==> src/dwsd_pkg.sv <==
// ----------------------------------------------------------------------------
// dwsd_pkg: shared types and constants of the debouncer
// Lane count, counter widths, register indexes and the lane result record.
// ----------------------------------------------------------------------------
package dwsd_pkg;

  localparam int LANE_COUNT   = 8;
  localparam int SETTLE_WIDTH = 8;
  localparam int HOLD_WIDTH   = 16;

  // Lanes that appear in the 8-bit port fields
  localparam int IO_LANES     = 8;

  localparam int DEBOUNCE_W   = 8;
  localparam int STUCK_W      = 16;
  localparam int MODE_W       = 16;
  localparam int CFG_DATA_W   = 16;
  localparam int CFG_INDEX_W  = 2;

  // Compare widths cover both the counter and its limit register
  localparam int SETTLE_CMP_W = (SETTLE_WIDTH > DEBOUNCE_W) ? SETTLE_WIDTH : DEBOUNCE_W;
  localparam int HOLD_CMP_W   = (HOLD_WIDTH > STUCK_W) ? HOLD_WIDTH : STUCK_W;

  localparam logic [MODE_W-1:0] SUPPRESS_MODE = 16'h00FF;

  localparam logic [DEBOUNCE_W-1:0] DEBOUNCE_RESET = 8'd10;
  localparam logic [STUCK_W-1:0]    STUCK_RESET    = 16'd3000;
  localparam logic [IO_LANES-1:0]   WATCH_RESET    = 8'h07;
  localparam logic [MODE_W-1:0]     MODE_RESET     = 16'd0;

  typedef enum logic [CFG_INDEX_W-1:0] {
    REG_DEBOUNCE_TICKS = 2'd0,
    REG_STUCK_TICKS    = 2'd1,
    REG_WATCH_MASK     = 2'd2,
    REG_NODE_MODE      = 2'd3
  } reg_index_t;

  // Limits every lane compares against
  typedef struct packed {
    logic [DEBOUNCE_W-1:0] debounce_ticks;
    logic [STUCK_W-1:0]    stuck_ticks;
  } lane_cfg_t;

  // What one lane found on the current word
  typedef struct packed {
    logic qual;
    logic changed;
    logic stuck_ev;
    logic rel_ev;
  } lane_res_t;

endpackage

==> src/dwsd_lane.sv <==
// ----------------------------------------------------------------------------
// dwsd_lane: one debounce and stuck supervision lane
// Holds the settle and hold counters of one input and computes its update.
// ----------------------------------------------------------------------------
module dwsd_lane (
  input  logic                  clk,
  input  logic                  rst,
  input  logic                  accept,
  input  logic                  raw_bit,
  input  logic                  watch,
  input  dwsd_pkg::lane_cfg_t   cfg,
  output dwsd_pkg::lane_res_t   res
);

  logic                              candidate;
  logic                              candidate_next;
  logic [dwsd_pkg::SETTLE_WIDTH-1:0] settle;
  logic [dwsd_pkg::SETTLE_WIDTH-1:0] settle_next;
  logic [dwsd_pkg::HOLD_WIDTH-1:0]   hold;
  logic [dwsd_pkg::HOLD_WIDTH-1:0]   hold_next;
  logic                              stuck_mark;
  logic                              stuck_mark_next;
  logic                              qualified;
  logic                              qualified_next;

  logic                              lvl;
  logic                              hit;
  logic [dwsd_pkg::SETTLE_CMP_W-1:0] settle_ext;
  logic [dwsd_pkg::SETTLE_CMP_W-1:0] step_ext;
  logic [dwsd_pkg::SETTLE_CMP_W-1:0] limit_ext;
  logic [dwsd_pkg::HOLD_CMP_W-1:0]   hold_ext;
  logic [dwsd_pkg::HOLD_CMP_W-1:0]   stuck_ext;

  always_comb begin
    lvl = stuck_mark ? 1'b0 : raw_bit;

    settle_ext = '0;
    settle_ext[dwsd_pkg::SETTLE_WIDTH-1:0] = settle;
    limit_ext = '0;
    limit_ext[dwsd_pkg::DEBOUNCE_W-1:0] = cfg.debounce_ticks;

    candidate_next = candidate;
    settle_next    = settle;
    qualified_next = qualified;
    hit            = 1'b0;
    step_ext       = '0;

    if (lvl == candidate) begin
      if ((settle_ext < limit_ext) && (settle != '1)) begin
        settle_next = settle + 1'b1;
      end
      step_ext[dwsd_pkg::SETTLE_WIDTH-1:0] = settle_next;
      if (step_ext == limit_ext) begin
        // qualify, then park one above the limit (wraps at the counter top)
        hit            = 1'b1;
        settle_next    = settle_next + 1'b1;
        qualified_next = candidate;
      end
    end else begin
      settle_next    = '0;
      candidate_next = lvl;
    end
  end

  always_comb begin
    hold_ext = '0;
    hold_ext[dwsd_pkg::HOLD_WIDTH-1:0] = hold;
    stuck_ext = '0;
    stuck_ext[dwsd_pkg::STUCK_W-1:0] = cfg.stuck_ticks;

    hold_next       = hold;
    stuck_mark_next = stuck_mark;
    res.stuck_ev    = 1'b0;
    res.rel_ev      = 1'b0;

    if (watch) begin
      if (raw_bit) begin
        if (hold_ext < stuck_ext) begin
          // saturate at the counter top
          if (hold != '1) begin
            hold_next = hold + 1'b1;
          end
        end else begin
          res.stuck_ev    = !stuck_mark;
          stuck_mark_next = 1'b1;
        end
      end else begin
        res.rel_ev      = stuck_mark;
        stuck_mark_next = 1'b0;
        hold_next       = '0;
      end
    end else begin
      stuck_mark_next = 1'b0;
      hold_next       = '0;
    end

    res.qual    = qualified_next;
    res.changed = hit;
  end

  always_ff @(posedge clk) begin
    if (rst) begin
      candidate  <= 1'b0;
      settle     <= '0;
      hold       <= '0;
      stuck_mark <= 1'b0;
      qualified  <= 1'b0;
    end else if (accept) begin
      candidate  <= candidate_next;
      settle     <= settle_next;
      hold       <= hold_next;
      stuck_mark <= stuck_mark_next;
      qualified  <= qualified_next;
    end
  end

  a_unwatched_clear: assert property (@(posedge clk) disable iff (rst)
    accept && !watch |=> !stuck_mark && (hold == '0))
    else $error("unwatched lane kept stuck state");

  a_stuck_sets_mark: assert property (@(posedge clk) disable iff (rst)
    accept && res.stuck_ev |=> stuck_mark)
    else $error("stuck event without stuck mark");

  a_release_needs_mark: assert property (@(posedge clk) disable iff (rst)
    res.rel_ev |-> stuck_mark && !raw_bit)
    else $error("release event on a lane that is not stuck");

  a_no_double_event: assert property (@(posedge clk) disable iff (rst)
    !(res.stuck_ev && res.rel_ev))
    else $error("stuck and release on one word");

endmodule

==> src/dwsd_merge.sv <==
// ----------------------------------------------------------------------------
// dwsd_merge: lane merge and output register
// Packs the lane results into one result word and holds it until taken.
// ----------------------------------------------------------------------------
module dwsd_merge (
  input  logic                clk,
  input  logic                rst,
  input  logic                accept,
  input  logic                suppress,
  input  dwsd_pkg::lane_res_t res [dwsd_pkg::LANE_COUNT],
  output logic                in_ready,
  output logic                m_axis_tvalid,
  input  logic                m_axis_tready,
  // [7:0] debounced_bits, [8] changed_flag, [16:9] stuck_events,
  // [24:17] release_events, [31:25] zero
  output logic [31:0]         m_axis_tdata
);

  logic [dwsd_pkg::IO_LANES-1:0] deb_bits;
  logic [dwsd_pkg::IO_LANES-1:0] stuck_bits;
  logic [dwsd_pkg::IO_LANES-1:0] rel_bits;
  logic                          any_changed;
  logic [24:0]                   word;
  logic [24:0]                   data;

  for (genvar i = 0; i < dwsd_pkg::IO_LANES; i++) begin : g_pack
    if (i < dwsd_pkg::LANE_COUNT) begin : g_lane
      assign deb_bits[i]   = res[i].qual;
      assign stuck_bits[i] = res[i].stuck_ev && !suppress;
      assign rel_bits[i]   = res[i].rel_ev && !suppress;
    end else begin : g_none
      assign deb_bits[i]   = 1'b0;
      assign stuck_bits[i] = 1'b0;
      assign rel_bits[i]   = 1'b0;
    end
  end

  always_comb begin
    any_changed = 1'b0;
    for (int i = 0; i < dwsd_pkg::LANE_COUNT; i++) begin
      any_changed = any_changed | res[i].changed;
    end
    word = {rel_bits, stuck_bits, any_changed, deb_bits};
  end

  // take a new word when none is held or the held one leaves this cycle
  assign in_ready      = !m_axis_tvalid || m_axis_tready;
  assign m_axis_tdata  = {7'd0, data};

  always_ff @(posedge clk) begin
    if (rst) begin
      m_axis_tvalid <= 1'b0;
    end else if (accept) begin
      m_axis_tvalid <= 1'b1;
    end else if (m_axis_tready) begin
      m_axis_tvalid <= 1'b0;
    end
  end

  always_ff @(posedge clk) begin
    if (rst) begin
      data <= '0;
    end else if (accept) begin
      data <= word;
    end
  end

  a_suppress_events: assert property (@(posedge clk) disable iff (rst)
    accept && suppress |=> (data[24:9] == '0))
    else $error("event reported while suppressed");

  a_valid_after_accept: assert property (@(posedge clk) disable iff (rst)
    accept |=> m_axis_tvalid)
    else $error("accepted word not presented");

  a_change_flag: assert property (@(posedge clk) disable iff (rst)
    accept && !any_changed |=> $stable(data[7:0]))
    else $error("debounced bits moved without a qualify");

endmodule

==> src/debounce_with_stuck_detect.sv <==
// ----------------------------------------------------------------------------
// debounce_with_stuck_detect: eight-input debouncer with stuck detection
// Per-lane settle and hold counters, merged into one result word per sample.
// ----------------------------------------------------------------------------
// Throughput: one sample word per cycle unless stalled; all lanes update in
// parallel in the accepting cycle, and the output register frees as its word
// is taken. A word's result is registered in the cycle after it is accepted.
// Reset: rst (synchronous) clears all lane counters, marks and debounced bits
// and loads the register defaults; no result word is pending after reset.
module debounce_with_stuck_detect (
  input  logic                               clk,
  input  logic                               rst,
  input  logic                               s_axis_tvalid,
  output logic                               s_axis_tready,
  // [7:0] raw_inputs
  input  logic [7:0]                         s_axis_tdata,
  output logic                               m_axis_tvalid,
  input  logic                               m_axis_tready,
  // [7:0] debounced_bits, [8] changed_flag, [16:9] stuck_events,
  // [24:17] release_events, [31:25] zero
  output logic [31:0]                        m_axis_tdata,
  input  logic                               cfg_we,
  input  logic [dwsd_pkg::CFG_INDEX_W-1:0]   cfg_index,
  input  logic [dwsd_pkg::CFG_DATA_W-1:0]    cfg_data
);

  dwsd_pkg::lane_cfg_t              lane_cfg;
  logic [dwsd_pkg::IO_LANES-1:0]    watch_mask;
  logic [dwsd_pkg::MODE_W-1:0]      node_mode;
  logic                             accept;
  logic                             suppress;
  dwsd_pkg::lane_res_t              res [dwsd_pkg::LANE_COUNT];

  assign accept   = s_axis_tvalid && s_axis_tready;
  assign suppress = (node_mode == dwsd_pkg::SUPPRESS_MODE);

  always_ff @(posedge clk) begin
    if (rst) begin
      lane_cfg.debounce_ticks <= dwsd_pkg::DEBOUNCE_RESET;
      lane_cfg.stuck_ticks    <= dwsd_pkg::STUCK_RESET;
      watch_mask              <= dwsd_pkg::WATCH_RESET;
      node_mode               <= dwsd_pkg::MODE_RESET;
    end else if (cfg_we) begin
      case (dwsd_pkg::reg_index_t'(cfg_index))
        dwsd_pkg::REG_DEBOUNCE_TICKS: begin
          lane_cfg.debounce_ticks <= cfg_data[dwsd_pkg::DEBOUNCE_W-1:0];
        end
        dwsd_pkg::REG_STUCK_TICKS: begin
          lane_cfg.stuck_ticks <= cfg_data[dwsd_pkg::STUCK_W-1:0];
        end
        dwsd_pkg::REG_WATCH_MASK: begin
          watch_mask <= cfg_data[dwsd_pkg::IO_LANES-1:0];
        end
        dwsd_pkg::REG_NODE_MODE: begin
          node_mode <= cfg_data[dwsd_pkg::MODE_W-1:0];
        end
        default: begin
        end
      endcase
    end
  end

  for (genvar i = 0; i < dwsd_pkg::LANE_COUNT; i++) begin : g_lane
    logic raw_bit;
    logic watch;

    // lanes past the port width sample low and are never watched
    if (i < dwsd_pkg::IO_LANES) begin : g_io
      assign raw_bit = s_axis_tdata[i];
      assign watch   = watch_mask[i];
    end else begin : g_idle
      assign raw_bit = 1'b0;
      assign watch   = 1'b0;
    end

    dwsd_lane u_lane (
      .clk     (clk),
      .rst     (rst),
      .accept  (accept),
      .raw_bit (raw_bit),
      .watch   (watch),
      .cfg     (lane_cfg),
      .res     (res[i])
    );
  end

  dwsd_merge u_merge (
    .clk           (clk),
    .rst           (rst),
    .accept        (accept),
    .suppress      (suppress),
    .res           (res),
    .in_ready      (s_axis_tready),
    .m_axis_tvalid (m_axis_tvalid),
    .m_axis_tready (m_axis_tready),
    .m_axis_tdata  (m_axis_tdata)
  );

endmodule

==> config.mk <==
export PLATFORM = sky130hd
export DESIGN_NAME = debounce_with_stuck_detect
export DESIGN_NICKNAME = d
export VERILOG_FILES = /design/src/dwsd_pkg.sv /design/src/dwsd_lane.sv /design/src/dwsd_merge.sv /design/src/debounce_with_stuck_detect.sv
export SDC_FILE = /design/constraint.sdc
export NUM_CORES = 1
export LEC_CHECK = 0
export BUFFER_PORTS_ARGS = -buffer_cell sky130_fd_sc_hd__buf_2
export CAP_MARGIN = 40
export CORE_MARGIN = 4
export CORE_UTILIZATION = 45
export CTS_CLUSTER_SIZE = 40
export DETAILED_ROUTE_END_ITERATION = 7
export MAX_ROUTING_LAYER = met4
export PLACE_DENSITY_LB_ADDON = 0.2
export SYNTH_ARGS = -nofsm -noshare
export SYNTH_HDL_FRONTEND = slang
export SYNTH_SLANG_ARGS = --single-unit
==> constraint.sdc <==
create_clock -name clk -period 5.4 [get_ports clk]
set_clock_uncertainty 0.05 [all_clocks]
set_input_delay 0.27 -clock clk [delete_from_list [all_inputs] [get_ports clk]]
set_output_delay 0.27 -clock clk [all_outputs]
set_load 0.01 [all_outputs]
==> results.toml <==
[yosys]
synth_top_area_cell = "dfxtp_1"
yosysUniqueCellTypes = 102
synth_top_area_share_pct = 26.5
postSynthCellCount = 2763
synthMuxAreaShare_pct = 1.65
yosysWarnings = 0
synth_fa_ha_area_share_pct = 11.7
synthFlopType = "dfxtp_1"
synth_xor_area_share_pct = 7.01
synth_top_family_by_area = "simple AND/OR/NAND/NOR gates"
synth-simple-area-share_pct = 27.7
synth_edf_count = 0
ys_top_cells_by_area = "dfxtp_1 26%, ha_1 12%, nand2_1 6.2%"
synth-seq-area-share_pct = 26.5
synth-seq-cells = 282
synth_compound_gate_area_share_pct = 21.0
synthArstFlopShare_pct = 0
avgSynthCellArea_sq_um = 7.72
synthesis.area_sq_um = 21300

[place]
portBuffers = 57
gp_congestion = 0.960
place_hpwl_mm = 45.5
dpl.cell_count = 3312

[timing]
fin_crit_ns = 4.39
rsz0062_at_grt = "false"
maxSlewViolCount = 0
worst_slew_pin_slew_ns = 0.873
setup_viol = 0
slew_headroom_pct = 41.6
hold_viol_final = 0
fmaxAchievable_mhz = 228
min_period_over_period_pct = 81.3
fin_setup_tns_ns = 0

[clocking]
cts-root-buf = "clkbuf_16"
ctsResizeCount = 0
clockBufferDepth = 3
htreeDepth = 2
clkSinkCount = 282
clock_latency_ns = 0.57
cts_tree = "done"
cts.reportedPaths.clkPinSlew_ns = 0.07
cts_buffers = 37

[detailed_routing]
first_iter_violations = 1928
vias_per_cell = 6.12
antenna_left = 0
dr.pass1.iters = 6
vias = 20900
wire_per_inst_um = 19.2
drc_errors = 0
wirelength_mm = 65.3

[floorplanning]
dieWidth_um = 226
rows = 79
die_y_um = 226
start_util_pct = 45.6
pin_count = 65
core-area_sq_um = 46800
dieArea_sq_um = 51000

[min_path]
min_path_type = "in2reg"

[finish]
mostFrequentLayoutCells = "354 x nand2_1, 282 x dfxtp_1, 201 x nor2_1"
mostFrequentLayoutCell = "nand2_1"
nNetsFinal = 3001
multi_input_area_sq_um = 14800
fill_cells = 4456
syn2layout_area_growth_pct = 10.3
drive_gt1_share_pct = 7.69
seq_area_sq_um = 5650
final_cells = 3406

[global_routing]
grt_usage_pct = 25.6
grt_overflow = 0
grt_pass1_vias = 19400
grt_max_degree = 60
antenna_found_initial = 2
grt_first_pass_wirelength_mm = 105

[pwr]
cellLeakagePower_nw = 9.46
ir_worst_vdd_mv = 0.205
power_density_nw_per_um2 = 235

[job]
cap_violations = 0

[setup_path]
endpoint_kind = "flip-flop"
worstSetupPathType = "reg2reg"
cp_max_fo = 11
critPathRequiredTime_ns = 5.84
startpoint_type = "flip-flop"
r2r_setup_slack_ns = 1.01
arrival_ns = 4.83

[outcome]
status = "completed"
## synthesized netlist by cell type, types with 11 or more instances
master and n:
nor4_1 18, inv_1 68, a21oi_1 196, mux2i_1 24, o211ai_1 51, nor2_1 202
nand3_1 162, and4_1 16, nand4_1 65, a31oi_1 41, a21o_1 63, xnor2_1 103
nor3_1 64, and3_1 70, nand2_1 355, a31o_2 11, a211o_1 13, buf_2 22
nor2b_1 27, buf_4 24, clkbuf_1 91, dfxtp_1 282, o31ai_1 22, nand4b_1 14
a211oi_1 18, xor2_1 65, or3_1 36, ha_1 200, or4_1 24, and2_1 27
nand2b_1 25, nand3b_1 12, o21ai_0 123, o21a_1 11, o22ai_1 19
## area by class of cell
| type | instances | share of cell area, % |
|---|---|---|
| multi-input cells | 2266 | 62.8 |
| flip-flops and latches | 282 | 24.0 |
| clock buffers | 53 | 4.62 |
| well taps | 607 | 3.23 |
| repair buffers | 111 | 3.21 |
| inverters | 72 | 1.15 |
| clock inverters | 13 | 0.962 |
| diodes | 2 | 0.0213 |
## per-stage QoR
stage          power (mW)  utilization, %  cell area [sq um]  hold WS (ns)  setup WS (ns)
2_1_floorplan        2.69               -              21400         0.344           1.49
3_3_place_gp         2.87            46.9              21900         0.387           1.25
3_5_place_dp         2.89            47.0              22000         0.393           1.08
4_1_cts              5.59            50.3              23500      0.000436           1.03
5_1_grt              5.76            50.3              23500       0.00691          0.644
6_report             5.54            50.3              23500        0.0130           1.01
## worst max-delay path, stage by stage, from the launching register on
cell      delay [ns]
dfxtp_1         0.71
inv_1           0.44
ha_1            0.34
a211oi_1        0.28
nor2_1          0.10
a211oi_2        0.34
and2_0          0.43
a21oi_1         0.18
nor4b_4         0.47
nand2_1         0.26
o221ai_1        0.43
a221oi_1        0.10
a31oi_1         0.17
## where the power goes
part | switching, mW | internal (mW) | total, mW
sequential | 0.0621 | 2.12 | 2.18
combinational | 0.440 | 0.250 | 0.691
clock | 1.02 | 1.65 | 2.67
## timing repair
action / 4_1_cts / 5_1_grt
hold buffers: 26 / 0
hold endpoints to repair: 52 / 0
buffers inserted: 0 / 0
## worst paths after layout
kind                            startpoint                            end  depth (start not counted)
max              lane_cfg[22]$_SDFFE_PP0P_   u_merge.data[8]$_SDFFE_PP0P_                         12
min                            cfg_data[4]     watch_mask[4]$_SDFFE_PP0P_                          3
max reg2reg      lane_cfg[22]$_SDFFE_PP0P_   u_merge.data[8]$_SDFFE_PP0P_                         12
min reg2reg  u_merge.data[14]$_SDFFE_PP0P_  u_merge.data[14]$_SDFFE_PP0P_                          2
## layer usage
layer / share of wire, % / up-vias / routed length [um] / global-route usage, %
met5: 0 / - / 0 / -
met4: 3.3 / 0 / 2150 / 8.38
met3: 5.9 / 147 / 3830 / 3.80
met2: 46 / 672 / 29900 / 40.8
met1: 45 / 9899 / 29500 / 33.4
li1: - / 10100 / - / -
## kinds of logic after synthesis
family / Yosys count
compound gates: 686
other cells: 1
mux: 34
fa+ha+maj: 200
simple gates: 1170
buf+inv: 221
xor+xnor: 169
flops: 282
## flip-flops by register name, indices dropped and copies added, names as in the netlist
signal,count
g_lane.u_lane.hold,128
g_lane.u_lane.settle,64
u_merge.data,25
lane_cfg,24
node_mode,16
g_lane.u_lane.candidate,8
g_lane.u_lane.stuck_mark,8
watch_mask,8
u_merge.m_axis_tvalid,1
Note: power is estimated with default switching activity, not from simulation.
